--- config.mk ---
export PLATFORM = sky130hd
export DESIGN_NAME = motor_feedback_angle_unwrap_core
export DESIGN_NICKNAME = d
export VERILOG_FILES = /design/src/rtl/mfau_pkg.sv /design/src/rtl/mfau_unwrap.sv /design/src/rtl/motor_feedback_angle_unwrap_core.sv
export SDC_FILE = /design/constraint.sdc
export NUM_CORES = 1
export LEC_CHECK = 0
export ABC_AREA = 1
export ABC_CLOCK_PERIOD_IN_PS = 10800
export CAP_MARGIN = 20
export CORE_MARGIN = 8
export CORE_UTILIZATION = 45
export CTS_BUF_LIST = sky130_fd_sc_hd__clkbuf_4 sky130_fd_sc_hd__clkbuf_8
export CTS_CLUSTER_DIAMETER = 100
export CTS_CLUSTER_SIZE = 28
export DETAILED_ROUTE_END_ITERATION = 12
export DONT_BUFFER_PORTS = 1
export GPL_ROUTABILITY_DRIVEN = 0
export PLACE_DENSITY = 0.64
export SLEW_MARGIN = 20
export SYNTH_ARGS = -nofsm -noshare
export SYNTH_HDL_FRONTEND = slang
export SYNTH_SLANG_ARGS = --single-unit
export TNS_END_PERCENT = 50
--- constraint.sdc ---
create_clock -name clk -period 10.8 [get_ports clk]
set_input_delay 1.08 -clock clk [delete_from_list [all_inputs] [get_ports clk]]
set_output_delay 1.08 -clock clk [all_outputs]
set_load 0.01 [all_outputs]
--- src/rtl/mfau_pkg.sv ---
// Shared types and constants for the motor feedback angle unwrap block.
// Used by the top level, the unwrap stage and the port checker.
`default_nettype none

package mfau_pkg;

  // Fixed field widths of the feedback frame and the result item
  localparam int unsigned BYTE_W  = 8;
  localparam int unsigned RAW_W   = 16;  // raw rotor angle, speed, current
  localparam int unsigned TURN_W  = 16;  // reported turn count
  localparam int unsigned ANGLE_W = 13;  // 8192 counts per revolution
  localparam int unsigned RATIO_W = 24;  // gear ratio, unsigned Q8.16
  localparam int unsigned FRAC_W  = 16;
  // Only product bits up to FRAC_W+ANGLE_W-1 are reported, so the position
  // and the product are carried modulo 2^POS_W.
  localparam int unsigned POS_W   = FRAC_W + ANGLE_W;

  localparam int unsigned IN_TDATA_W  = 56;
  localparam int unsigned OUT_TDATA_W = 72;

  localparam logic [RATIO_W-1:0] RATIO_RESET = 24'h01_0000;  // 1.0

  // Input item, first byte in the lowest bits
  typedef struct packed {
    logic [BYTE_W-1:0] b6;
    logic [BYTE_W-1:0] b5;
    logic [BYTE_W-1:0] b4;
    logic [BYTE_W-1:0] b3;
    logic [BYTE_W-1:0] b2;
    logic [BYTE_W-1:0] b1;
    logic [BYTE_W-1:0] b0;
  } in_item_t;

  // Result item, shaft_speed in the lowest bits, zero pad on top
  typedef struct packed {
    logic [2:0]         pad;
    logic [TURN_W-1:0]  turn_total;
    logic [ANGLE_W-1:0] output_angle;
    logic [BYTE_W-1:0]  motor_temp;
    logic [RAW_W-1:0]   shaft_current;
    logic [RAW_W-1:0]   shaft_speed;
  } out_item_t;

endpackage

`default_nettype wire

--- src/rtl/mfau_unwrap.sv ---
// Rotor wrap detector and turn counter; holds previous angle and turn count.
// Depends on mfau_pkg for field widths.
`default_nettype none

module mfau_unwrap #(
  parameter int unsigned TURN_BITS  = 16,
  parameter int unsigned WRAP_GUARD = 1000
) (
  input  wire logic                         clk,
  input  wire logic                         rst_n,
  input  wire logic                         step,       // item leaves the input stage
  input  wire logic [mfau_pkg::RAW_W-1:0]   angle,
  input  wire logic                         speed_neg,
  output logic      [mfau_pkg::TURN_W-1:0]  turn_total,
  output logic      [mfau_pkg::POS_W-1:0]   position
);
  import mfau_pkg::*;

  localparam logic [RAW_W:0] GUARD = (RAW_W+1)'(WRAP_GUARD);

  logic        [RAW_W-1:0]     prev_angle_r;
  logic signed [TURN_BITS-1:0] turn_r;
  logic signed [TURN_BITS-1:0] turn_nxt;
  logic        [RAW_W:0]       angle_ext;
  logic        [RAW_W:0]       prev_ext;
  logic                        fwd_wrap;
  logic                        rev_wrap;

  // Compare against the old angle with the guard band, no sign issues in 17 bits
  assign angle_ext = {1'b0, angle};
  assign prev_ext  = {1'b0, prev_angle_r};
  assign fwd_wrap  = !speed_neg && ((angle_ext + GUARD) < prev_ext);
  assign rev_wrap  =  speed_neg && (angle_ext > (prev_ext + GUARD));

  // Advance the count, wrapping at its width
  always_comb begin
    turn_nxt = turn_r;
    if (fwd_wrap) begin
      turn_nxt = turn_r + TURN_BITS'(1);
    end else if (rev_wrap) begin
      turn_nxt = turn_r - TURN_BITS'(1);
    end
  end

  // Sign-extend or truncate to the reported width; position = turns*8192 + angle
  assign turn_total = TURN_W'(turn_nxt);
  assign position   = {turn_total, {ANGLE_W{1'b0}}} + POS_W'(angle);

  always_ff @(posedge clk) begin
    if (!rst_n) begin
      prev_angle_r <= '0;
      turn_r       <= '0;
    end else if (step) begin
      prev_angle_r <= angle;
      turn_r       <= turn_nxt;
    end
  end

endmodule

`default_nettype wire

--- src/rtl/motor_feedback_angle_unwrap_core.sv ---
// Motor feedback decoder: frame unpack, multi-turn unwrap, gear-ratio scaling.
// Depends on mfau_pkg and mfau_unwrap.
//
//  channel  | direction | fields (tdata, lowest bit first)
//  ---------+-----------+-----------------------------------------------------
//  in_      | slave     | payload_b0 .. payload_b6, 8 bits each (56 bits)
//  out_     | master    | shaft_speed 16, shaft_current 16, motor_temp 8,
//           |           | output_angle 13, turn_total 16, 3 zero bits (72)
//  cfg_     | write     | gear_ratio_q8_16, 24 bits
//
// Three register stages: input, unwrap/position, result (gear multiply). One
// item per cycle sustained while out_tready is high; an accepted item passes
// the unwrap/position and result registers before out_tvalid rises. The turn
// count advances as an item leaves the input stage. in_tready drops only when
// all three stages are full and out_tready is low. Synchronous active-low
// reset empties the pipe, clears the state and sets the gear ratio to 1.0.
`default_nettype none

module motor_feedback_angle_unwrap_core #(
  parameter int unsigned TURN_BITS  = 16,
  parameter int unsigned WRAP_GUARD = 1000
) (
  input  wire logic                               clk,
  input  wire logic                               rst_n,
  // payload_b0 [7:0], b1 [15:8], b2 [23:16], b3 [31:24], b4 [39:32],
  // b5 [47:40], b6 [55:48]
  input  wire logic [mfau_pkg::IN_TDATA_W-1:0]    in_tdata,
  input  wire logic                               in_tvalid,
  output logic                                    in_tready,
  // shaft_speed [15:0], shaft_current [31:16], motor_temp [39:32],
  // output_angle [52:40], turn_total [68:53], zero [71:69]
  output logic      [mfau_pkg::OUT_TDATA_W-1:0]   out_tdata,
  output logic                                    out_tvalid,
  input  wire logic                               out_tready,
  input  wire logic                               cfg_we,
  input  wire logic [mfau_pkg::RATIO_W-1:0]       cfg_wdata
);
  import mfau_pkg::*;

  logic [RATIO_W-1:0] ratio_r;

  // Stage 1: input register
  in_item_t           s1_r;
  logic               s1_vld_r;

  // Stage 2: position and pass-through fields
  logic               s2_vld_r;
  logic [POS_W-1:0]   s2_pos_r;
  logic [TURN_W-1:0]  s2_turn_r;
  logic [RAW_W-1:0]   s2_speed_r;
  logic [RAW_W-1:0]   s2_current_r;
  logic [BYTE_W-1:0]  s2_temp_r;

  // Stage 3: result register
  out_item_t          out_r;
  logic               out_vld_r;

  logic               adv_out;
  logic               adv_s2;
  logic               adv_s1;
  logic [RAW_W-1:0]   s1_angle;
  logic [RAW_W-1:0]   s1_speed;
  logic [TURN_W-1:0]  uw_turn;
  logic [POS_W-1:0]   uw_pos;
  logic [POS_W-1:0]   product;

  // Stage enables: move when the next stage is empty or moving
  assign adv_out   = !out_vld_r || out_tready;
  assign adv_s2    = !s2_vld_r || adv_out;
  assign adv_s1    = !s1_vld_r || adv_s2;
  assign in_tready = adv_s1;

  // Unpack big-endian fields
  assign s1_angle = {s1_r.b0, s1_r.b1};
  assign s1_speed = {s1_r.b2, s1_r.b3};

  mfau_unwrap #(
    .TURN_BITS  (TURN_BITS),
    .WRAP_GUARD (WRAP_GUARD)
  ) u_unwrap (
    .clk        (clk),
    .rst_n      (rst_n),
    .step       (s1_vld_r && adv_s2),
    .angle      (s1_angle),
    .speed_neg  (s1_speed[RAW_W-1]),
    .turn_total (uw_turn),
    .position   (uw_pos)
  );

  // Scale by the gear ratio; keep only the bits that reach the result
  assign product = s2_pos_r * POS_W'(ratio_r);

  // Gear ratio register
  always_ff @(posedge clk) begin
    if (!rst_n) begin
      ratio_r <= RATIO_RESET;
    end else if (cfg_we) begin
      ratio_r <= cfg_wdata;
    end
  end

  // Valid bits
  always_ff @(posedge clk) begin
    if (!rst_n) begin
      s1_vld_r  <= 1'b0;
      s2_vld_r  <= 1'b0;
      out_vld_r <= 1'b0;
    end else begin
      if (adv_s1) begin
        s1_vld_r <= in_tvalid;
      end
      if (adv_s2) begin
        s2_vld_r <= s1_vld_r;
      end
      if (adv_out) begin
        out_vld_r <= s2_vld_r;
      end
    end
  end

  // Payload registers
  always_ff @(posedge clk) begin
    if (adv_s1) begin
      s1_r <= in_item_t'(in_tdata);
    end
    if (adv_s2) begin
      s2_pos_r     <= uw_pos;
      s2_turn_r    <= uw_turn;
      s2_speed_r   <= s1_speed;
      s2_current_r <= {s1_r.b4, s1_r.b5};
      s2_temp_r    <= s1_r.b6;
    end
    if (adv_out) begin
      out_r.pad           <= '0;
      out_r.turn_total    <= s2_turn_r;
      out_r.output_angle  <= product[POS_W-1:FRAC_W];
      out_r.motor_temp    <= s2_temp_r;
      out_r.shaft_current <= s2_current_r;
      out_r.shaft_speed   <= s2_speed_r;
    end
  end

  assign out_tdata  = out_r;
  assign out_tvalid = out_vld_r;

endmodule

`default_nettype wire

==> results.yml, run 1 <==
pwr:
  p_total_mw: 7.58
  p_leak_nw: 13.2
  power_density_nw_per_um2: 302
  vdd_ir_drop_max_v: 0.000552
synthesis:
  yosysUniqueCellTypes: 45
  yosys_warnings: 0
  async_reset_ff_frac: 0
  synth_top_area_frac: 0.267
  synthTopCellsByArea: "fa_1, edfxtp_1, inv_1"
  ys_ff_latch: 269
  avgSynthCellArea_um2: 8.93
  netlist_top_cells_count: "inv_1, nand2_1, fa_1, edfxtp_1, ha_1"
  postSynthCellCount: 2706
  yosysSeqAreaShare: 0.310
  synth.largest_area_cell: "fa_1"
  syn-cell-area_um2: 24200
  synth_most_common_cell: "inv_1"
  synthFlopType: "edfxtp_1"
  synth_edf_count: 210
routing:
  wl_per_cell_um: 17.2
  drtIter0Drc: 1030
  drtAntennaViolNets: 0
  first_pass_iters: 7
  postRouteWirelength_um: 57300
  drc: 0
  num_vias: 16487
  vias_per_cell: 4.94
sta:
  max_freq_mhz: 136
  setup_violations: 0
  period_needed_ps: 7380
  finalSetupTns_ps: 0
  whs_ps: 425
  period_share: 0.683
  slew_violations: 0
  finalClockSkew_ps: 53.6
  rsz0062_at_grt: "false"
  slew_headroom: 0.256
  tightest_slew_ps: 1120
  hold_viol: 0
layout:
  nNetsFinal: 3161
  drive_gt1_frac: 0.0360
  areaGrowthSynthToFinish_pct: 3.87
  multi_input_area_um2: 13400
  seqCellArea_um2: 7490
  fill_cells: 5036
global_routing:
  grt_pass1_vias: 17772
  use_met3: 0.0326
  grt_start_max_net_pins: 72
  grtUsageMet1: 0.235
  grt_busiest_layer: "met2"
  overflow: 0
  antenna_found_initial: 4
  grt_use_met2: 0.343
  grt_use_total: 0.191
  grt_pass1_wl_um: 92700
critical_path:
  crit_required_ps: 11130
  cp-start-kind: "flip-flop"
  end_kind: "flip-flop"
  worstSetupPathType: "flip-flop to flip-flop"
  rr_startpoint: "ratio_r[2]"
  critPathArrivalTime_ps: 7700
  r2r-end: "out_tdata[52]"
  r2r_slack_ps: 3420
  rr_worst_depth: 23
  path_max_fanout: 16
run_status:
  status: "finished clean"
die:
  initial_core_util: 0.452
  die_area_um2: 61400
  die_y_um: 248
  fp.coreArea_um2: 53500
  num_rows: 85
  die_w_um: 248
  ios: 159
cts:
  clk_path_buf_depth: 3
  cts_tree: "yes"
  ctsHoldBuffers: 0
  cts_root_buf: "clkbuf_8"
  clock-sinks: 269
  cts_setup_buffers: 0
  cts_buffers: 15
  h-tree-depth: 1
  insertion_delay_ps: 610
  clk_pin_slew_ps: 170
  cts_resized: 0
worst_hold_path:
  hold_start: "s1_r[19]"
  holdPathStages: 0
  hold_end: "s2_speed_r[11]"
  hold_class: "flip-flop to flip-flop"
placed_design:
  place_hpwl_um: 44500
  port_buffers: 0
flow_run:
  maxCapViolCount: 0
## cell type report
cell class                      instances  share of cell area
Timing Repair Buffer                   17             0.00538
Clock buffer                           20             0.00972
Sequential cell                       269               0.298
Tap cell                              696              0.0347
Multi-Input combinational cell       1567               0.534
Clock inverter                          6             0.00434
Antenna cell                            1           0.0000997
Inverter                              763               0.114
## state kept, by name (all words and copies together), names as in the netlist
| register | cells |
|---|---|
| out_tdata | 69 |
| s1_r | 40 |
| s2_pos_r | 29 |
| ratio_r | 24 |
| s1_angle | 16 |
| s2_current_r | 16 |
| s2_speed_r | 16 |
| s2_turn_r | 16 |
| u_unwrap.prev_angle_r | 16 |
| u_unwrap.turn_r | 16 |
| s2_temp_r | 8 |
| out_tvalid | 1 |
| s1_vld_r | 1 |
| s2_vld_r | 1 |
## worst max-delay path by stage
stage / start / end / slack (ps) / depth (start not counted)
global route: ratio_r[2] / out_tdata[52] / 3120 / 25
detailed placement: ratio_r[2] / out_tdata[52] / 3620 / 23
CTS: ratio_r[2] / out_tdata[52] / 3560 / 23
floorplan: ratio_r[0] / out_tdata[52] / 4710 / 24
global placement: ratio_r[2] / out_tdata[52] / 3680 / 23
finish: ratio_r[2] / out_tdata[52] / 3420 / 23
## per-layer routing
| metal | wire [um] | part of all wire | vias to the layer above |
|---|---|---|---|
| met3 | 3560 | 0.062 | 117 |
| met1 | 23500 | 0.41 | 8112 |
| met2 | 28800 | 0.50 | 484 |
| li1 | - | - | 7768 |
| met5 | 41 | 0.00072 | - |
| met4 | 1380 | 0.024 | 6 |
## metrics by stage
| step | setup WS [ps] | utilization | cells | area, um^2 |
|---|---|---|---|---|
| after floorplan | 4710 | - | 2708 | 24200 |
| after global placement | 3680 | 0.462 | 3311 | 24700 |
| after detailed placement | 3620 | 0.462 | 3311 | 24700 |
| after CTS | 3560 | 0.469 | 3337 | 25100 |
| after global routing | 3120 | 0.469 | 3338 | 25100 |
| final | 3420 | 0.469 | 3339 | 25100 |
## logic make-up after synthesis
logic type | synth area share
AO/OA/AOI/OAI | 0.0400
XOR/XNOR | 0.0388
adder cells (fa/ha/maj) | 0.330
buffers and inverters | 0.137
flip-flops | 0.310
other | 0.000155
AND/OR/NAND/NOR | 0.145
## power breakdown
group | leakage, nW | internal [mW] | switching (mW) | total [mW]
clock network | 0.176 | 0.189 | 0.339 | 0.527
registers | 2.74 | 1.44 | 0.174 | 1.62
logic | 10.3 | 2.05 | 3.39 | 5.44
total | 13.2 | 3.68 | 3.90 | 7.58
## critical path, cell delays in order (launching register included)
cell and delay, ps:
dfxtp_1 820, buf_4 370, nand2_1 100, fa_1 490, fa_1 520, fa_1 530, fa_1 400, inv_1 70
fa_1 440, fa_1 540, inv_1 50, fa_1 530, inv_1 60, ha_1 320, a21oi_1 140, inv_1 70
a31oi_1 170, nand2_1 80, a31oi_1 340, o21ai_0 270, a21oi_1 540, inv_1 90, nand3_1 80, nand2_1 70
## cells in the final DEF (no fill, tap or decap), types with 2 or more instances in the layout
cell type,instances
a21o_1,2
a21oi_1,72
a21oi_4,6
a31oi_1,5
buf_4,16
clkbuf_4,5
clkbuf_8,15
conb_1,3
dfxtp_1,59
edfxtp_1,210
fa_1,323
ha_1,120
inv_1,758
inv_12,2
inv_2,3
nand2_1,609
nand2_2,11
nand2_4,5
nand3_1,49
nand3_2,2
nand3b_1,3
nand4_1,16
nor2_1,106
nor2_2,11
nor2_4,5
nor3_1,18
nor4_1,5
o21a_1,5
o21ai_0,70
o221ai_1,2
or2_2,2
xnor2_1,31
xor2_1,76
(Power assumes the default switching activity.)
==> run 2, diff against run 1 <==
--- a/config.mk
+++ b/config.mk
@@ -6,7 +6,7 @@
 export NUM_CORES = 1
 export LEC_CHECK = 0
 export ABC_AREA = 1
-export ABC_CLOCK_PERIOD_IN_PS = 10800
+export ABC_CLOCK_PERIOD_IN_PS = 6200
 export CAP_MARGIN = 20
 export CORE_MARGIN = 8
 export CORE_UTILIZATION = 45
@@ -16,7 +16,7 @@
 export DETAILED_ROUTE_END_ITERATION = 12
 export DONT_BUFFER_PORTS = 1
 export GPL_ROUTABILITY_DRIVEN = 0
-export PLACE_DENSITY = 0.64
+export PLACE_DENSITY = 0.66
 export SLEW_MARGIN = 20
 export SYNTH_ARGS = -nofsm -noshare
 export SYNTH_HDL_FRONTEND = slang
==> constraint.sdc (replaced) <==
create_clock -name clk -period 6.2 [get_ports clk]
set_input_delay 0.62 -clock clk [delete_from_list [all_inputs] [get_ports clk]]
set_output_delay 0.62 -clock clk [all_outputs]
set_load 0.01 [all_outputs]
==> results.yml, run 2 (synthesis gave the netlist of run 1 again) <==
sta:
  tightest_slew_ps: 1010
  period_share: 0.993
  max_freq_mhz: 162
  finalClockSkew_ps: 76.2
  hold_viol: 0
  setup_violations: 0
  slew_headroom: 0.324
  rsz0062_at_grt: "true"
  period_needed_ps: 6150
  slew_violations: 0
critical_path:
  critPathArrivalTime_ps: 6570
  r2r-end: "out_tdata[52]"
  rr_startpoint: "s2_pos_r[7]"
  crit_required_ps: 6610
  r2r_slack_ps: 50
  worstSetupPathType: "flip-flop to flip-flop"
  rr_worst_depth: 26
  end_kind: "flip-flop"
  cp-start-kind: "flip-flop"
  path_max_fanout: 8
global_routing:
  grt_busiest_layer: "met2"
  grt_use_met2: 0.362
  use_met3: 0.0348
  overflow: 0
  grt_use_total: 0.200
  grtUsageMet1: 0.241
  grt_pass1_wl_um: 96700
  grt_start_max_net_pins: 73
  grt_pass1_vias: 18619
  antenna_found_initial: 2
placed_design:
  port_buffers: 0
  place_hpwl_um: 47500
layout:
  nNetsFinal: 3329
  final_cell_mix: "inv_1, nand2_1, fa_1"
  areaGrowthSynthToFinish_pct: 12.9
  fin_util: 0.510
  drive_gt1_frac: 0.111
  final_common_cell: "inv_1"
  fill_cells: 4779
  largest_reg_flops: 69
die:
  ios: 159
  die_w_um: 248
  initial_core_util: 0.452
  die_area_um2: 61400
  fp.coreArea_um2: 53500
  num_rows: 85
  die_y_um: 248
routing:
  vias_per_cell: 5.00
  drtIter0Drc: 1244
  first_pass_iters: 5
  wl_per_cell_um: 17.4
  drc: 0
  num_vias: 17542
  drtAntennaViolNets: 0
  postRouteWirelength_um: 61200
cts:
  clock-sinks: 269
  h-tree-depth: 1
  cts_tree: "yes"
  cts_root_buf: "clkbuf_8"
  clk_path_buf_depth: 3
  insertion_delay_ps: 660
  cts_buffers: 18
  clk_pin_slew_ps: 160
worst_hold_path:
  hold_end: "ratio_r[12]"
  hold_start: "rst_n"
  hold_class: "input port to flip-flop"
  holdPathStages: 2
flow_run:
  maxCapViolCount: 0
run_status:
  status: "finished clean"
[run 2: cell types whose count changed in the layout (fill, tap and decap cells not counted), sizes merged]
cell and delta:
inv +4, dlygate4sd3 +52, buf +109, clkbuf +7, clkinvlp -1, bufinv -1, clkinv +1
[run 2: metrics by stage]
stage | instances | instance area (um^2) | setup WS [ps] | hold slack (ps) | TNS [ps]
2_1_floorplan | 2708 | 24200 | 114 | 400 | 0
3_3_place_gp | 3400 | 25600 | 10.6 | 401 | 0
3_5_place_dp | 3400 | 25600 | -170 | 405 | -555
4_1_cts | 3486 | 26600 | -10.4 | 4.83 | -12.3
5_1_grt | 3509 | 27300 | -156 | 44.6 | -831
6_report | 3510 | 27300 | 46.0 | 73.1 | 0
[run 2: what timing repair did]
action / CTS / global route
gates resized for setup: 13 / 118
hold endpoints to repair: 52 / 0
setup endpoints to repair: 6 / 12
gates cloned: 0 / 4
hold buffers: 52 / 0
buffers inserted: 2 / 20
pin swaps: 4 / 62
[run 2: worst max-delay path, stage by stage (launching register included)]
cell       delay (ps)
edfxtp_1          440
buf_6             150
clkbuf_16         160
nand2_2            70
inv_2              40
fa_1              530
inv_1              60
fa_1              520
inv_1              50
fa_1              480
inv_1              50
fa_1              510
inv_2              50
fa_2              460
fa_1              510
inv_1              50
fa_1              510
inv_2              50
ha_4              270
a21oi_4           140
o21a_1            210
o21ai_4           100
a21oi_2           170
buf_4             160
inv_1              50
nand3_1            60
nand2_1            60
[run 2: final cells by class]
type	count	area (um^2)	area share
antenna	1	2.50	0.0000917
timing repair buffer	182	1820	0.0668
tap	696	871	0.0319
multi-input combinational	1567	13800	0.506
sequential	269	7500	0.275
clock buffer	23	285	0.0105
inverter	763	2870	0.105
clock inverter	9	145	0.00532
[run 2: routing by layer]
layer / routed length [um] / vias up
met3: 3920 / 148
met1: 24300 / 8718
met5: 27 / -
li1: - / 8108
met4: 2000 / 4
met2: 31000 / 564
[run 2: worst max path at each step]
stage / startpoint / to / cells past startpoint
floorplan: ratio_r[0] / out_tdata[52] / 24
global placement: s2_pos_r[10] / out_tdata[52] / 24
detailed placement: s2_pos_r[10] / out_tdata[51] / 22
CTS: s2_pos_r[8] / out_tdata[52] / 22
global route: ratio_r[9] / out_tdata[51] / 22
finish: s2_pos_r[7] / out_tdata[52] / 26
Power of run 2 is not shown: default switching activity piles up to over one toggle a cycle in this logic, so the estimate is an artifact.
==> run 3, diff against run 2 <==
--- a/config.mk
+++ b/config.mk
@@ -6,7 +6,7 @@
 export NUM_CORES = 1
 export LEC_CHECK = 0
 export ABC_AREA = 1
-export ABC_CLOCK_PERIOD_IN_PS = 6200
+export BUFFER_PORTS_ARGS = -buffer_cell sky130_fd_sc_hd__buf_2
 export CAP_MARGIN = 20
 export CORE_MARGIN = 8
 export CORE_UTILIZATION = 45
@@ -14,9 +14,8 @@
 export CTS_CLUSTER_DIAMETER = 100
 export CTS_CLUSTER_SIZE = 28
 export DETAILED_ROUTE_END_ITERATION = 12
-export DONT_BUFFER_PORTS = 1
 export GPL_ROUTABILITY_DRIVEN = 0
-export PLACE_DENSITY = 0.66
+export PLACE_DENSITY = 0.69
 export SLEW_MARGIN = 20
 export SYNTH_ARGS = -nofsm -noshare
 export SYNTH_HDL_FRONTEND = slang
==> results.yml, run 3 (synthesis gave the netlist of run 1 again) <==
run_status:
  status: "finished clean"
routing:
  postRouteWirelength_um: 58300
  first_pass_iters: 5
  drtAntennaViolNets: 0
  drc: 0
  num_vias: 17363
  vias_per_cell: 4.80
  wl_per_cell_um: 16.1
  drtIter0Drc: 1055
critical_path:
  cp_num_buf_inv: 6
  worstSetupPathType: "flip-flop to flip-flop"
  crit_end: "out_tdata[51]"
  rr_startpoint: "ratio_r[0]"
  crit_required_ps: 6550
  crit_path_start: "ratio_r[0]"
  cp-start-kind: "flip-flop"
  path_common_cell: "fa_1"
  crit_chain: "buf_12 -> buf_4 -> nand2_1 -> fa_1 -> fa_1 -> fa_1 -> fa_1 -> inv_1 -> fa_1 -> fa_1 -> inv_1 -> fa_1 -> inv_1 -> ha_4 -> nand2_2 -> buf_4 -> nor4_4 -> nand3_1 -> nand2_2 -> nand2_1 -> nand3_1 -> xor2_1"
  critPathArrivalTime_ps: 6390
  crit_family: "adder cells"
  end_kind: "flip-flop"
  worst-path-stages: 22
  max_stage_delay_ps: 550
  path_max_fanout: 7
  rr_worst_depth: 22
  worst_path_max_delay_cell: "fa_1"
  r2r-end: "out_tdata[51]"
  r2r_slack_ps: 170
pwr:
  pwr-share-seq: 0.167
  vdd_ir_drop_max_v: 0.00119
  p_total_mw: 15.9
  internal_power_mw: 8.22
  clkPwrFrac: 0.056
  p_comb_frac: 0.777
  power_switching_mw: 7.65
  power_density_nw_per_um2: 580
  switching_share: 0.482
  p_leak_nw: 14.6
layout:
  nNetsFinal: 3437
  areaGrowthSynthToFinish_pct: 13.2
  postLayoutCellArea_um2: 27400
  final_common_cell: "inv_1"
  drive_gt1_frac: 0.146
  final_cells: 3617
  final_cell_mix: "inv_1, nand2_1, fa_1"
  largest_reg_flops: 69
sta:
  tightest_slew_ps: 934
  setup_violations: 0
  slew_violations: 0
  whs_ps: 204
  period_share: 0.973
  slew_headroom: 0.377
  hold_viol: 0
  period_needed_ps: 6030
  finalSetupTns_ps: 0
  finalClockSkew_ps: 64.5
  max_freq_mhz: 166
  rsz0062_at_grt: "true"
die:
  num_rows: 85
  die_area_um2: 61400
  die_y_um: 248
  die_w_um: 248
  ios: 159
  initial_core_util: 0.452
  fp.coreArea_um2: 53500
global_routing:
  grt_use_total: 0.192
  grt_pass1_vias: 17903
  grt_pass1_wl_um: 93000
  grt_start_max_net_pins: 59
  overflow: 0
  antenna_found_initial: 4
placed_design:
  place_inst: 3562
  port_buffers: 155
  place_hpwl_um: 45400
  dpl_cell_area_um2: 26400
cts:
  cts_tree: "yes"
  h-tree-depth: 1
  clk_pin_slew_ps: 170
  clk_path_buf_depth: 3
  cts_buffers: 15
  insertion_delay_ps: 620
  cts_root_buf: "clkbuf_8"
  clock-sinks: 269
  ctsHoldBuffers: 0
worst_hold_path:
  hold_class: "input port to flip-flop"
flow_run:
  maxCapViolCount: 0
-- run 3: what timing repair did --
action                                  4_1_cts  5_1_grt
pin swaps                                     0       33
resized for setup                             7       74
endpoints found under the setup margin        4       12
cloned                                        0        2
buffers inserted                              1       23
-- run 3: worst min path at each step --
| stage | cells past startpoint | start | slack [ps] | end |
|---|---|---|---|---|
| floorplan | 0 | s2_speed_r[0] | 400 | out_tdata[0] |
| global placement | 0 | s1_r[51] | 400 | s2_temp_r[3] |
| detailed placement | 0 | s2_speed_r[10] | 400 | out_tdata[10] |
| CTS | 1 | in_tdata[25] | 170 | s1_r[25] |
| global route | 1 | in_tdata[3] | 160 | s1_angle[11] |
| finish | 1 | in_tdata[6] | 200 | s1_angle[14] |
-- run 3: power groups by stage --
stage | clock network (mW) | registers [mW] | logic, mW
after floorplan | 0 | 2.67 | 6.84
after global placement | 0 | 2.70 | 10.2
after detailed placement | 0 | 2.70 | 10.4
after CTS | 0.925 | 2.66 | 10.5
after global routing | 0.976 | 2.67 | 13.8
final | 0.896 | 2.65 | 12.3
-- run 3: layer usage --
layer	vias to the layer above	global-route usage	part of all wire
met5	-	0	0.00022
met3	94	0.0270	0.052
met1	8526	0.239	0.41
met4	2	0.0540	0.027
li1	8320	-	-
met2	421	0.347	0.51
-- run 3: worst register-to-register path, cell delays in order, from the launching register on --
cell     delay [ps]
dfxtp_4         410
buf_12          150
buf_4           150
nand2_1          70
fa_1            550
fa_1            530
fa_1            510
fa_1            510
inv_1            50
fa_1            500
fa_1            500
inv_1            50
fa_1            470
inv_1            60
ha_4            290
nand2_2          70
buf_4           140
nor4_4          320
nand3_1         150
nand2_2         110
nand2_1          50
nand3_1          80
xor2_1           60
-- run 3: cell type report --
class                   count  area [um^2]
fillers                  4961        26100
multi-input cells        1567        13700
flip-flops and latches    269         7510
inverters                 763         2870
repair buffers            293         2100
well taps                 696          871
clock buffers              19          243
clock inverters             7         90.1
diodes                      3         7.51
-- run 3: metrics by stage --
step	setup slack, ps	utilization
floorplan	114	-
global placement	-24.2	0.494
detailed placement	-89.1	0.494
CTS	21.9	0.501
global route	-103	0.512
finish	165	0.512
